**src/kpru_pkg.sv**
```systemverilog
// Shared types and constants of the k-permutation rank/unrank block.
`default_nettype none
package kpru_pkg;

    localparam int MAX_SYMBOLS_DEF = 16;
    localparam int RANK_WIDTH_DEF  = 32;
    localparam int CFG_W           = 5;
    localparam int SYM_W           = 8;
    localparam int SLOT_W          = 4;
    localparam int NUM_W           = 32;

    // Register indexes of the configuration port
    localparam logic CFG_SYMBOL_COUNT = 1'b0;
    localparam logic CFG_DIGIT_COUNT  = 1'b1;

    typedef enum logic [1:0] {
        ACT_LOAD   = 2'd0,
        ACT_UNRANK = 2'd1,
        ACT_RANK   = 2'd2,
        ACT_NONE   = 2'd3
    } t_action;

    typedef struct packed {
        t_action             action;
        logic [SLOT_W-1:0]   slot;
        logic [SYM_W-1:0]    symbol_in;
        logic [NUM_W-1:0]    number;
        logic                final_symbol;
    } t_in_word;

    typedef struct packed {
        logic [SYM_W-1:0]    symbol_out;
        logic [NUM_W-1:0]    rank_out;
        logic                not_found;
        logic                run_end;
    } t_out_word;

    // Queue handshake between front and back
    typedef struct packed {
        logic                valid;
        t_in_word            word;
    } t_cmd;

    // Alphabet after reset: digits then upper-case hex letters
    localparam logic [SYM_W-1:0] RESET_ALPHA [0:15] = '{
        8'h30, 8'h31, 8'h32, 8'h33, 8'h34, 8'h35, 8'h36, 8'h37,
        8'h38, 8'h39, 8'h41, 8'h42, 8'h43, 8'h44, 8'h45, 8'h46
    };

endpackage
`default_nettype wire

```
**src/kpru_front.sv**
```systemverilog
// Front end: accepts input words, drops ignored actions, queues the rest.
`default_nettype none
module kpru_front (
    input  wire logic              i_clk,
    input  wire logic              i_rst_n,
    input  wire logic              i_valid,
    output logic                   o_stall,
    input  wire kpru_pkg::t_in_word i_data,
    output kpru_pkg::t_cmd         o_cmd,
    input  wire logic              i_pop
);

    kpru_pkg::t_in_word r_q [0:1];
    logic               r_wr, r_rd;
    logic [1:0]         r_cnt;
    logic               acc, push, pop;

    // Accept whenever a slot is free; classify before queueing
    assign o_stall = (r_cnt == 2'd2);
    assign acc     = i_valid && !o_stall;
    assign push    = acc && (i_data.action != kpru_pkg::ACT_NONE);
    assign pop     = i_pop && (r_cnt != 2'd0);

    assign o_cmd.valid = (r_cnt != 2'd0);
    assign o_cmd.word  = r_q[r_rd];

    // Hold queue pointers and count
    always_ff @(posedge i_clk) begin
        if (!i_rst_n) begin
            r_wr  <= 1'b0;
            r_rd  <= 1'b0;
            r_cnt <= 2'd0;
        end else begin
            if (push) r_wr <= !r_wr;
            if (pop)  r_rd <= !r_rd;
            r_cnt <= r_cnt + 2'(push) - 2'(pop);
        end
    end

    // Store queued words
    always_ff @(posedge i_clk) begin
        if (push) r_q[r_wr] <= i_data;
    end

endmodule
`default_nettype wire

```
**src/kpru_back.sv**
```systemverilog
// Back end: alphabet store, bit-serial divider, rank accumulator, output register.
`default_nettype none
module kpru_back #(
    parameter int MAX_SYMBOLS = kpru_pkg::MAX_SYMBOLS_DEF,
    parameter int RANK_WIDTH  = kpru_pkg::RANK_WIDTH_DEF
) (
    input  wire logic                      i_clk,
    input  wire logic                      i_rst_n,
    input  wire logic                      i_cfg_we,
    input  wire logic                      i_cfg_idx,
    input  wire logic [kpru_pkg::CFG_W-1:0] i_cfg_data,
    input  wire kpru_pkg::t_cmd            i_cmd,
    output logic                           o_pop,
    output logic                           o_valid,
    input  wire logic                      i_stall,
    output kpru_pkg::t_out_word            o_data
);

    localparam int IW = (MAX_SYMBOLS > 1) ? $clog2(MAX_SYMBOLS) : 1;
    localparam int CW = $clog2(RANK_WIDTH);
    localparam int BW = kpru_pkg::CFG_W;
    localparam int SW = kpru_pkg::SYM_W;

    typedef enum logic [2:0] {
        S_IDLE, S_DIV, S_EMIT, S_RSRCH, S_RADD, S_RFIN
    } t_state;

    t_state                r_st;
    logic [SW-1:0]         r_alpha [0:MAX_SYMBOLS-1];
    logic [SW-1:0]         r_remn  [0:MAX_SYMBOLS-1];
    logic [SW-1:0]         r_work  [0:MAX_SYMBOLS-1];
    logic [BW-1:0]         r_sym_cnt, r_dig_cnt;
    logic [BW-1:0]         r_base, r_cbase, r_left;
    logic [RANK_WIDTH-1:0] r_n, r_weight, r_sum, r_prod_i, r_prod_w;
    logic [BW-1:0]         r_rem;
    logic [CW-1:0]         r_cnt;
    logic                  r_miss, r_in_str, r_last;
    logic [SW-1:0]         r_sym;
    logic                  r_ov;
    kpru_pkg::t_out_word   r_od;

    logic [BW-1:0]         eff_base, eff_len;
    logic [BW:0]           trial;
    logic                  out_free, hit, ov_set;
    logic [IW-1:0]         hit_idx;

    assign o_valid  = r_ov;
    assign o_data   = r_od;
    assign out_free = !r_ov || !i_stall;
    assign o_pop    = (r_st == S_IDLE) && i_cmd.valid;
    assign ov_set   = out_free && ((r_st == S_EMIT) || ((r_st == S_RFIN) && r_last));

    function automatic logic [SW-1:0] RESET_SYM(input int i);
        logic [3:0] k;
        k = i[3:0];
        return kpru_pkg::RESET_ALPHA[k];
    endfunction

    // Clamp the configured counts
    always_comb begin
        if (r_sym_cnt < BW'(2))                eff_base = BW'(2);
        else if (r_sym_cnt > BW'(MAX_SYMBOLS)) eff_base = BW'(MAX_SYMBOLS);
        else                                   eff_base = r_sym_cnt;
        if (r_dig_cnt < BW'(1))        eff_len = BW'(1);
        else if (r_dig_cnt > eff_base) eff_len = eff_base;
        else                           eff_len = r_dig_cnt;
    end

    // One restoring division step
    assign trial = {r_rem, r_n[RANK_WIDTH-1]};

    // Search the remaining alphabet, first match wins
    always_comb begin
        hit     = 1'b0;
        hit_idx = '0;
        for (int i = MAX_SYMBOLS - 1; i >= 0; i--) begin
            if ((BW'(i) < r_cbase) && (r_remn[i] == r_sym)) begin
                hit     = 1'b1;
                hit_idx = IW'(i);
            end
        end
    end

    always_ff @(posedge i_clk) begin
        if (!i_rst_n) begin
            r_st      <= S_IDLE;
            r_sym_cnt <= BW'(16);
            r_dig_cnt <= BW'(16);
            r_cbase   <= BW'(MAX_SYMBOLS);
            r_weight  <= RANK_WIDTH'(1);
            r_sum     <= '0;
            r_miss    <= 1'b0;
            r_in_str  <= 1'b0;
            r_ov      <= 1'b0;
            for (int i = 0; i < MAX_SYMBOLS; i++) begin
                r_alpha[i] <= RESET_SYM(i);
                r_remn[i]  <= RESET_SYM(i);
            end
        end else begin
            // Take configuration writes
            if (i_cfg_we) begin
                unique case (i_cfg_idx)
                    kpru_pkg::CFG_SYMBOL_COUNT: r_sym_cnt <= i_cfg_data;
                    kpru_pkg::CFG_DIGIT_COUNT:  r_dig_cnt <= i_cfg_data;
                    default: ;
                endcase
            end
            // Drop the output word once taken, unless a new one replaces it
            if (r_ov && !i_stall && !ov_set) r_ov <= 1'b0;

            unique case (r_st)
                S_IDLE: begin
                    if (i_cmd.valid) begin
                        unique case (i_cmd.word.action)
                            kpru_pkg::ACT_LOAD: begin
                                if ({1'b0, i_cmd.word.slot} < 5'(MAX_SYMBOLS))
                                    r_alpha[i_cmd.word.slot[IW-1:0]] <=
                                        i_cmd.word.symbol_in;
                                r_in_str <= 1'b0;
                            end
                            kpru_pkg::ACT_UNRANK: begin
                                for (int i = 0; i < MAX_SYMBOLS; i++)
                                    r_work[i] <= r_alpha[i];
                                r_base <= eff_base;
                                r_left <= eff_len;
                                r_n    <= RANK_WIDTH'(i_cmd.word.number);
                                r_rem  <= '0;
                                r_cnt  <= '0;
                                r_st   <= S_DIV;
                            end
                            kpru_pkg::ACT_RANK: begin
                                if (!r_in_str) begin
                                    for (int i = 0; i < MAX_SYMBOLS; i++)
                                        r_remn[i] <= r_alpha[i];
                                    r_cbase  <= eff_base;
                                    r_weight <= RANK_WIDTH'(1);
                                    r_sum    <= '0;
                                    r_miss   <= 1'b0;
                                    r_in_str <= 1'b1;
                                end
                                r_sym  <= i_cmd.word.symbol_in;
                                r_last <= i_cmd.word.final_symbol;
                                r_st   <= S_RSRCH;
                            end
                            default: ;
                        endcase
                    end
                end
                S_DIV: begin
                    // Shift in one quotient bit per cycle
                    if (trial >= {1'b0, r_base}) begin
                        r_rem <= BW'(trial - {1'b0, r_base});
                        r_n   <= {r_n[RANK_WIDTH-2:0], 1'b1};
                    end else begin
                        r_rem <= BW'(trial);
                        r_n   <= {r_n[RANK_WIDTH-2:0], 1'b0};
                    end
                    r_cnt <= r_cnt + CW'(1);
                    if (r_cnt == CW'(RANK_WIDTH - 1)) r_st <= S_EMIT;
                end
                S_EMIT: begin
                    if (out_free) begin
                        r_ov            <= 1'b1;
                        r_od.symbol_out <= r_work[r_rem[IW-1:0]];
                        r_od.rank_out   <= '0;
                        r_od.not_found  <= 1'b0;
                        r_od.run_end    <= (r_left == BW'(1));
                        for (int i = 0; i < MAX_SYMBOLS - 1; i++)
                            if (IW'(i) >= r_rem[IW-1:0]) r_work[i] <= r_work[i+1];
                        r_base <= r_base - BW'(1);
                        r_left <= r_left - BW'(1);
                        r_rem  <= '0;
                        r_cnt  <= '0;
                        r_st   <= (r_left == BW'(1)) ? S_IDLE : S_DIV;
                    end
                end
                S_RSRCH: begin
                    if (r_miss) begin
                        r_st <= S_RFIN;
                    end else if (hit) begin
                        r_prod_i <= RANK_WIDTH'(RANK_WIDTH'(hit_idx) * r_weight);
                        r_prod_w <= RANK_WIDTH'(r_weight * RANK_WIDTH'(r_cbase));
                        for (int i = 0; i < MAX_SYMBOLS - 1; i++)
                            if (IW'(i) >= hit_idx) r_remn[i] <= r_remn[i+1];
                        r_cbase <= r_cbase - BW'(1);
                        r_st    <= S_RADD;
                    end else begin
                        r_miss <= 1'b1;
                        r_st   <= S_RFIN;
                    end
                end
                S_RADD: begin
                    r_sum    <= r_sum + r_prod_i;
                    r_weight <= r_prod_w;
                    r_st     <= S_RFIN;
                end
                S_RFIN: begin
                    if (!r_last) begin
                        r_st <= S_IDLE;
                    end else if (out_free) begin
                        r_ov            <= 1'b1;
                        r_od.symbol_out <= '0;
                        r_od.rank_out   <= kpru_pkg::NUM_W'(r_sum);
                        r_od.not_found  <= r_miss;
                        r_od.run_end    <= 1'b1;
                        r_in_str        <= 1'b0;
                        r_st            <= S_IDLE;
                    end
                end
                default: r_st <= S_IDLE;
            endcase
        end
    end

endmodule
`default_nettype wire

```
**src/k_permutation_rank_unrank_ordered.sv**
```systemverilog
// Top level of the k-permutation rank/unrank block.
// Maps a number to an ordered k-permutation of a loaded alphabet and back. A front
// queue of two words takes input while the back end works; input stalls only when
// both queue slots are full. The back end dispatches every word from its idle state.
// An unrank word then runs, for every emitted symbol, a bit-serial division step per
// quotient bit and then one emit step. A rank symbol goes through dispatch, search
// and multiply, add and finish when found, and through dispatch, search and finish
// when missing or after a miss; a load needs only its dispatch. Emit and final-symbol
// cycles wait while the output register is still held by the receiver.
`default_nettype none
module k_permutation_rank_unrank_ordered #(
    parameter int MAX_SYMBOLS = kpru_pkg::MAX_SYMBOLS_DEF,
    parameter int RANK_WIDTH  = kpru_pkg::RANK_WIDTH_DEF
) (
    input  wire logic                      i_clk,
    input  wire logic                      i_rst_n,
    input  wire logic                      i_valid,
    output logic                           o_stall,
    input  wire kpru_pkg::t_in_word        i_data,
    output logic                           o_valid,
    input  wire logic                      i_stall,
    output kpru_pkg::t_out_word            o_data,
    input  wire logic                      i_cfg_we,
    input  wire logic                      i_cfg_idx,
    input  wire logic [kpru_pkg::CFG_W-1:0] i_cfg_data
);

    kpru_pkg::t_cmd cmd;
    logic           pop;

    // Accept and queue words
    kpru_front u_front (
        .i_clk   (i_clk),
        .i_rst_n (i_rst_n),
        .i_valid (i_valid),
        .o_stall (o_stall),
        .i_data  (i_data),
        .o_cmd   (cmd),
        .i_pop   (pop)
    );

    // Execute queued words
    kpru_back #(
        .MAX_SYMBOLS (MAX_SYMBOLS),
        .RANK_WIDTH  (RANK_WIDTH)
    ) u_back (
        .i_clk      (i_clk),
        .i_rst_n    (i_rst_n),
        .i_cfg_we   (i_cfg_we),
        .i_cfg_idx  (i_cfg_idx),
        .i_cfg_data (i_cfg_data),
        .i_cmd      (cmd),
        .o_pop      (pop),
        .o_valid    (o_valid),
        .i_stall    (i_stall),
        .o_data     (o_data)
    );

endmodule
`default_nettype wire
```
**config.mk**
```make
export PLATFORM = sky130hd
export DESIGN_NAME = k_permutation_rank_unrank_ordered
export DESIGN_NICKNAME = d
export VERILOG_FILES = /design/src/kpru_pkg.sv /design/src/kpru_front.sv /design/src/kpru_back.sv /design/src/k_permutation_rank_unrank_ordered.sv
export SDC_FILE = /design/constraint.sdc
export NUM_CORES = 2
export LEC_CHECK = 0
export ABC_AREA = 1
export BUFFER_PORTS_ARGS = -buffer_cell sky130_fd_sc_hd__buf_2
export CELL_PAD_IN_SITES_DETAIL_PLACEMENT = 2
export CELL_PAD_IN_SITES_GLOBAL_PLACEMENT = 2
export CORE_UTILIZATION = 37
export CTS_CLUSTER_DIAMETER = 50
export DETAILED_ROUTE_END_ITERATION = 6
export GPL_ROUTABILITY_DRIVEN = 0
export GPL_TIMING_DRIVEN = 0
export HOLD_SLACK_MARGIN = 0.1
export PLACE_DENSITY_LB_ADDON = 0.1
export SYNTH_ARGS = -nofsm -noshare
export SYNTH_HDL_FRONTEND = slang
export SYNTH_SLANG_ARGS = --single-unit
export TNS_END_PERCENT = 30
```
**constraint.sdc**
```tcl
create_clock -name i_clk -period 5.07 [get_ports i_clk]
set_input_delay 1.014 -clock i_clk [delete_from_list [all_inputs] [get_ports i_clk]]
set_output_delay 1.014 -clock i_clk [all_outputs]
set_load 0.1 [all_outputs]
```
== Word-level counts from Yosys, hierarchy flattened ==
Memory sizes are Yosys's and may differ from the RTL's. A register that Yosys moved wholly into a read port is not among the register bits.
Index checks and enable logic that the tools add are counted.
Operators by class
  add/sub/neg operators: 8
  multiply operators: 2
  $lt $le $gt $ge: 51
  equal/unequal tests: 40
  mux-type cells: 333
  bitwise operators: 48
  reduce and logical (&&, ||, !) cells: 56
Operators with widths (count)
  $mux 8: 47
  $mux 32: 8
  $mux 1: 217
  $pmux 32 s2: 3
  $eq 8x8->1: 16
  $mux 42: 3
  $mux 5: 19
  $pmux 42 s2: 1
  $mux 4: 18
  $ge 4x4->1 const A: 14
  $or 1x1->1: 46
  $lt 4x5->1 const A: 8
  $add 32x32->32: 1
  $ge 3x4->1 const A: 8
  $mul 32x5->32: 1
  $mul 4x32->32: 1
  $pmux 5 s2: 3
  $pmux 5 s3: 2
  $reduce_and 5->1: 5
  $logic_and 1x1->1: 24
  $lt 3x5->1 const A: 4
  $reduce_and 4->1: 5
  $mux 3: 6
  $pmux 3 s6: 1
  other kinds (36): 77
Storage, ports and cells
  bits in registers: 256
  RAM bits: 478
  bits of input ports: 58
  logic and storage cells: 567
  memories kept: 4
Memories
  u_back.r_alpha: words 16, bits a word 8, read ports 16, clocked after memory_dff 0, wr ports 16, RTL line kpru_back.sv:29  | logic [SW-1:0] r_alpha [0:MAX_SYMBOLS-1];
  u_back.r_remn: words 16, bits a word 8, read ports 16, clocked after memory_dff 0, wr ports 16, RTL line kpru_back.sv:30  | logic [SW-1:0] r_remn [0:MAX_SYMBOLS-1];
  u_back.r_work: words 16, bits a word 8, read ports 16, clocked after memory_dff 1, wr ports 16, RTL line kpru_back.sv:31  | logic [SW-1:0] r_work [0:MAX_SYMBOLS-1];
  u_front.r_q: words 2, bits a word 47, read ports 1, clocked after memory_dff 1, wr ports 1, RTL line kpru_front.sv:13  | kpru_pkg::t_in_word r_q [0:1];

== Logic depth before layout (Yosys ltp) ==
An unclocked memory read counts as a cell.
  word-level depth: 27
  gate-level depth with buffers: 43
  gate-level depth less buffers: 42

== Hierarchy ==
A second synthesis with hierarchy kept.
Second synthesis, totals
  cell total of the unflattened synthesis: 4623
  area, all modules: 42213.0 sq um
Modules (own cells, without submodules)
  kpru_back: instances 1, cells each 4438, area an instance 38441.9 sq um
  kpru_front: instances 1, cells each 185, area an instance 3771.1 sq um

== Least setup slack after synthesis ==
OpenSTA, ideal clock, no wires.
  path type: register -> register
  start point: reg u_back.r_sym[6]
  end point: reg u_back.r_prod_i[28], data pin
  setup time: 0.252 ns
  data arrival time: 5.164 ns
  required time: 4.818 ns
  slack: -0.346 ns
  cell stages (with the launch flop): 34
  period minus slack after synthesis: 5.416 ns
  cells stage by stage: edfxtp_1 > buf_6 > buf_6 > xnor2_1 > nand3_1 > nor3_2 > nand4_1 > nand2_1 > nor2_1 > nor2_1 > o21ai_2 > nand2_4 > buf_2 > buf_1 > nor2_1 > fa_1 > inv_1 > fa_1 > inv_1 > ha_1 > a21oi_1 > nand2_1 > a21oi_1 > o21bai_1 > a21oi_1 > o21bai_1 > a21boi_1 > o21ai_1 > a21boi_1 > o21ai_1 > nand3_1 > nand2_1 > nand2_1 > nand2_1
Between the ends
  longest elaborated chain between the ends: 19
Ends and longest elaborated chain
  start, declared: RTL line kpru_back.sv:38  | logic [SW-1:0] r_sym;
  start signal, assigned: RTL line kpru_back.sv:141  | r_sym <= i_cmd.word.symbol_in;
  $eq 8x8->1: RTL line kpru_back.sv:77  | if ((BW'(i) < r_cbase) && (r_remn[i] == r_sym)) begin
  $logic_and 1x1->1: RTL line kpru_back.sv:77
  $mux 4 (15 in a row): RTL line kpru_back.sv:77
  $mux 4 *: RTL line kpru_back.sv:77
  $mul 4x32->32 *: RTL line kpru_back.sv:181  | r_prod_i <= RANK_WIDTH'(RANK_WIDTH'(hit_idx) * r_weight);
  end signal, assigned: RTL line kpru_back.sv:181
  end, declared: RTL line kpru_back.sv:34  | logic [RANK_WIDTH-1:0] r_n, r_weight, r_sum, r_prod_i, r_prod_w;
Mark *: on every way between the ends. The rest lies on a longest branch, timed or not.
A chain may end at the register's enable or synchronous reset.

== Worst setup path in the final report ==
  start point: reg u_back.r_sym[7]
  end point: reg u_back.r_prod_i[24], data pin
The elaborated chain is that of the path after synthesis.

==> impl_metrics.tcl <==
set metrics [dict create \
    crit_top_cell "buf_12" \
    avgSynthCellArea_sq_um 9.23 \
    maxSlewViolCount 0 \
    ys_ff_latch 739 \
    ys_seq_area_share_pct 50.2 \
    core_area_sq_um 113000 \
    drive_above_1_share_pct 14.7 \
    cts_max_level 3 \
    start_util_pct 37.4 \
    holdCritStartpoint "i_data[17]" \
    fin_util_pct 44.8 \
    wl_per_cell_um 25.1 \
    post-route-min-period_ns 6.03 \
    synth_cells 4570 \
    synth_nets 4889 \
    r2r_start "u_back.r_sym[7]" \
    die_w_um 340 \
    p_total_mw 20.6 \
    cpMaxStageDelayCell "fa_1" \
    cp_max_fo 7 \
    startpoint_type "flop" \
    synth-edff-count 637 \
    hold_buffers 0 \
    ys_warn_count 0 \
    synth.top_cell.area_share_pct 45.4 \
    outcome "finished, violations left" \
    end_kind "flop" \
    met2WireLength_um 77700 \
    worstPathRequired_ns 5.52 \
    clock_path_buffers 3 \
    final_nets 5229 \
    io_pins 102 \
    worst_slack_ns -0.956 \
    synth.area.top_cells "edfxtp_1, nand2_1, fa_1, inv_1, dfxtp_1" \
    synth_most_common_cell "nand2_1" \
    finalSetupViolations 22 \
    synthArstFlopShare_pct 0 \
    antenna_found_initial 6 \
    grt_remaining_overflow 0 \
    rsz0062_at_grt "true" \
    routed-via-count 34735 \
    max_stage_delay_ns 0.54 \
    first_global_vias 38252 \
    critPathLaunch "u_back.r_sym[7]" \
    hp-class "in2reg" \
    routed_wirelength_um 163000 \
    die_area_sq_um 115000 \
    dp_hpwl_um 124000 \
    dr_wl_met3_um 7720 \
    area_delta_synth_final_pct 19.8 \
    critPathArrivalTime_ns 6.48 \
    clk_latency_ns 0.72 \
    highest_layer "met5" \
    cts_buffers 106 \
    io_buffers 101 \
    power_density_nw_per_um2 407 \
    place_area_sq_um 44800 \
    syn_area_sq_um 42200 \
    whs_ns 0.471 \
    cts_sinks 739 \
    firstDrtPassIters 5 \
    track_usage_pct 27.8 \
    drtIter0Drc 2120 \
    peakVddDrop_mv 0.323 \
    crit_type "reg2reg" \
    slew_headroom_pct 2.35 \
    synth.top_cells.by_count "nand2_1, inv_1, edfxtp_1" \
    max_freq_mhz 166 \
    violations "setup timing" \
    hold_viol 0 \
    cts_root_buf "clkbuf_16" \
    grt_pass1_wl_um 240000 \
    synth_ff_type "edfxtp_1" \
    yosysTopAreaCell "edfxtp_1" \
    cts_tree "yes" \
    fin_crit_sh_pct 119 \
    clkSlewWorstSetupHoldPaths_ns 0.06 \
    die_y_um 340 \
    drc 0 \
    total_leakage_power_nw 21.4 \
    maxCapViolCount 0 \
    met1_length_um 71500 \
    grt_max_degree 65 \
    antenna_left 0 \
    yosysUniqueCellTypes 67 \
    fin_skew_ns 0.0639 \
    rows 123 \
    via_per_inst 5.34 \
    worst_pin_slew_ns 1.46 \
    final_area_sq_um 50500 \
]
[placed cells by master, fill, tap and decap left out, drive strengths merged, types with 36 or more instances in the layout]
| cell type | netlist | layout |
|---|---|---|
| buf | 51 | 283 |
| inv | 684 | 693 |
| clkinv | 5 | 41 |
| nand3 | 141 | 141 |
| dfxtp | 102 | 102 |
| xnor2 | 60 | 60 |
| ha | 119 | 119 |
| a31oi | 44 | 44 |
| nand2 | 1036 | 1036 |
| clkbuf | 139 | 270 |
| o211ai | 36 | 36 |
| o21ai | 334 | 334 |
| xor2 | 84 | 84 |
| nor2 | 431 | 431 |
| a21oi | 262 | 262 |
| edfxtp | 637 | 637 |
| fa | 142 | 142 |
| nand4 | 48 | 48 |
[cells by family after synthesis]
logic type	share of synthesized area, %
AOI/OAI and AO/OA	10.4
xor gates and xnor gates	2.99
adders and majority gates	10.3
buffers and inverters	8.34
DFF	50.2
muxes	0.561
and+or+nand+nor	17.3
[state kept, by name, summed over array words and instances (netlist names), 8 cells and up, named ones only]
register and count:
u_back.r_alpha 128, u_back.r_remn 128, u_back.r_work 128, u_front.r_q 94, u_back.o_data 42, u_back.r_n 32, u_back.r_prod_i 32, u_back.r_prod_w 32
u_back.r_sum 32, u_back.r_weight 32, u_back.r_sym 8
[final cells by class]
cell class	count	area [sq um]
clock buffer	132	2810
sequential	739	21200
buffer	190	1150
inverter	689	2630
timing repair buffer	232	1730
tap	1500	1880
multi-input combinational	2952	18400
fill	12086	62300
antenna	1	2.50
clock inverter	65	746
[worst paths after layout]
path / slack (ns) / end / depth (start not counted)
worst min-delay path: 0.47 / u_front.r_q[0][17] / 1
worst min register to register: 0.49 / u_front.r_rd / 1
worst max register to register: -0.96 / u_back.r_prod_i[24] / 30
worst max-delay path: -0.96 / u_back.r_prod_i[24] / 30
[per-stage QoR]
stage / setup WS (ns) / TNS, ns / instances
2_1_floorplan: -0.0326 / -0.0326 / 4570
3_3_place_gp: -1.46 / -125.75 / 6171
4_1_cts: -0.521 / -5.31 / 6460
3_5_place_dp: -1.61 / -39.99 / 6182
6_report: -0.956 / -12.57 / 6500
5_1_grt: -1.08 / -16.36 / 6499
[worst max-delay path: cells and delay by family, from the launching register on]
kind | cells | cell delay, ns
adders and majority gates | 3 | 1.38
AOI/OAI and AO/OA | 9 | 1.58
xor gates and xnor gates | 2 | 0.50
and+or+nand+nor | 7 | 0.71
DFF | 1 | 0.41
buffers and inverters | 9 | 1.11
[per-layer routing]
metal / vias to the layer above / global-route usage [%]
met5: - / 0
met4: 4 / 9.48
met3: 290 / 3.56
met2: 902 / 46.2
met1: 17774 / 37.3
li1: 15765 / -
[where the power goes]
group / internal, mW / switching (mW) / leakage (nW)
Sequential: 7.39 / 0.329 / 6.63
Combinational: 1.34 / 4.01 / 13.0
Clock: 4.48 / 3.02 / 1.70
[timing repair]
item                                    CTS  global route
buffers inserted                         80            40
gates resized for setup                 152            92
pin swaps                                58            61
gates cloned                              1             1
endpoints found under the setup margin   47            30
endpoints found under the hold margin     0             0
(Power assumes the default switching activity.)
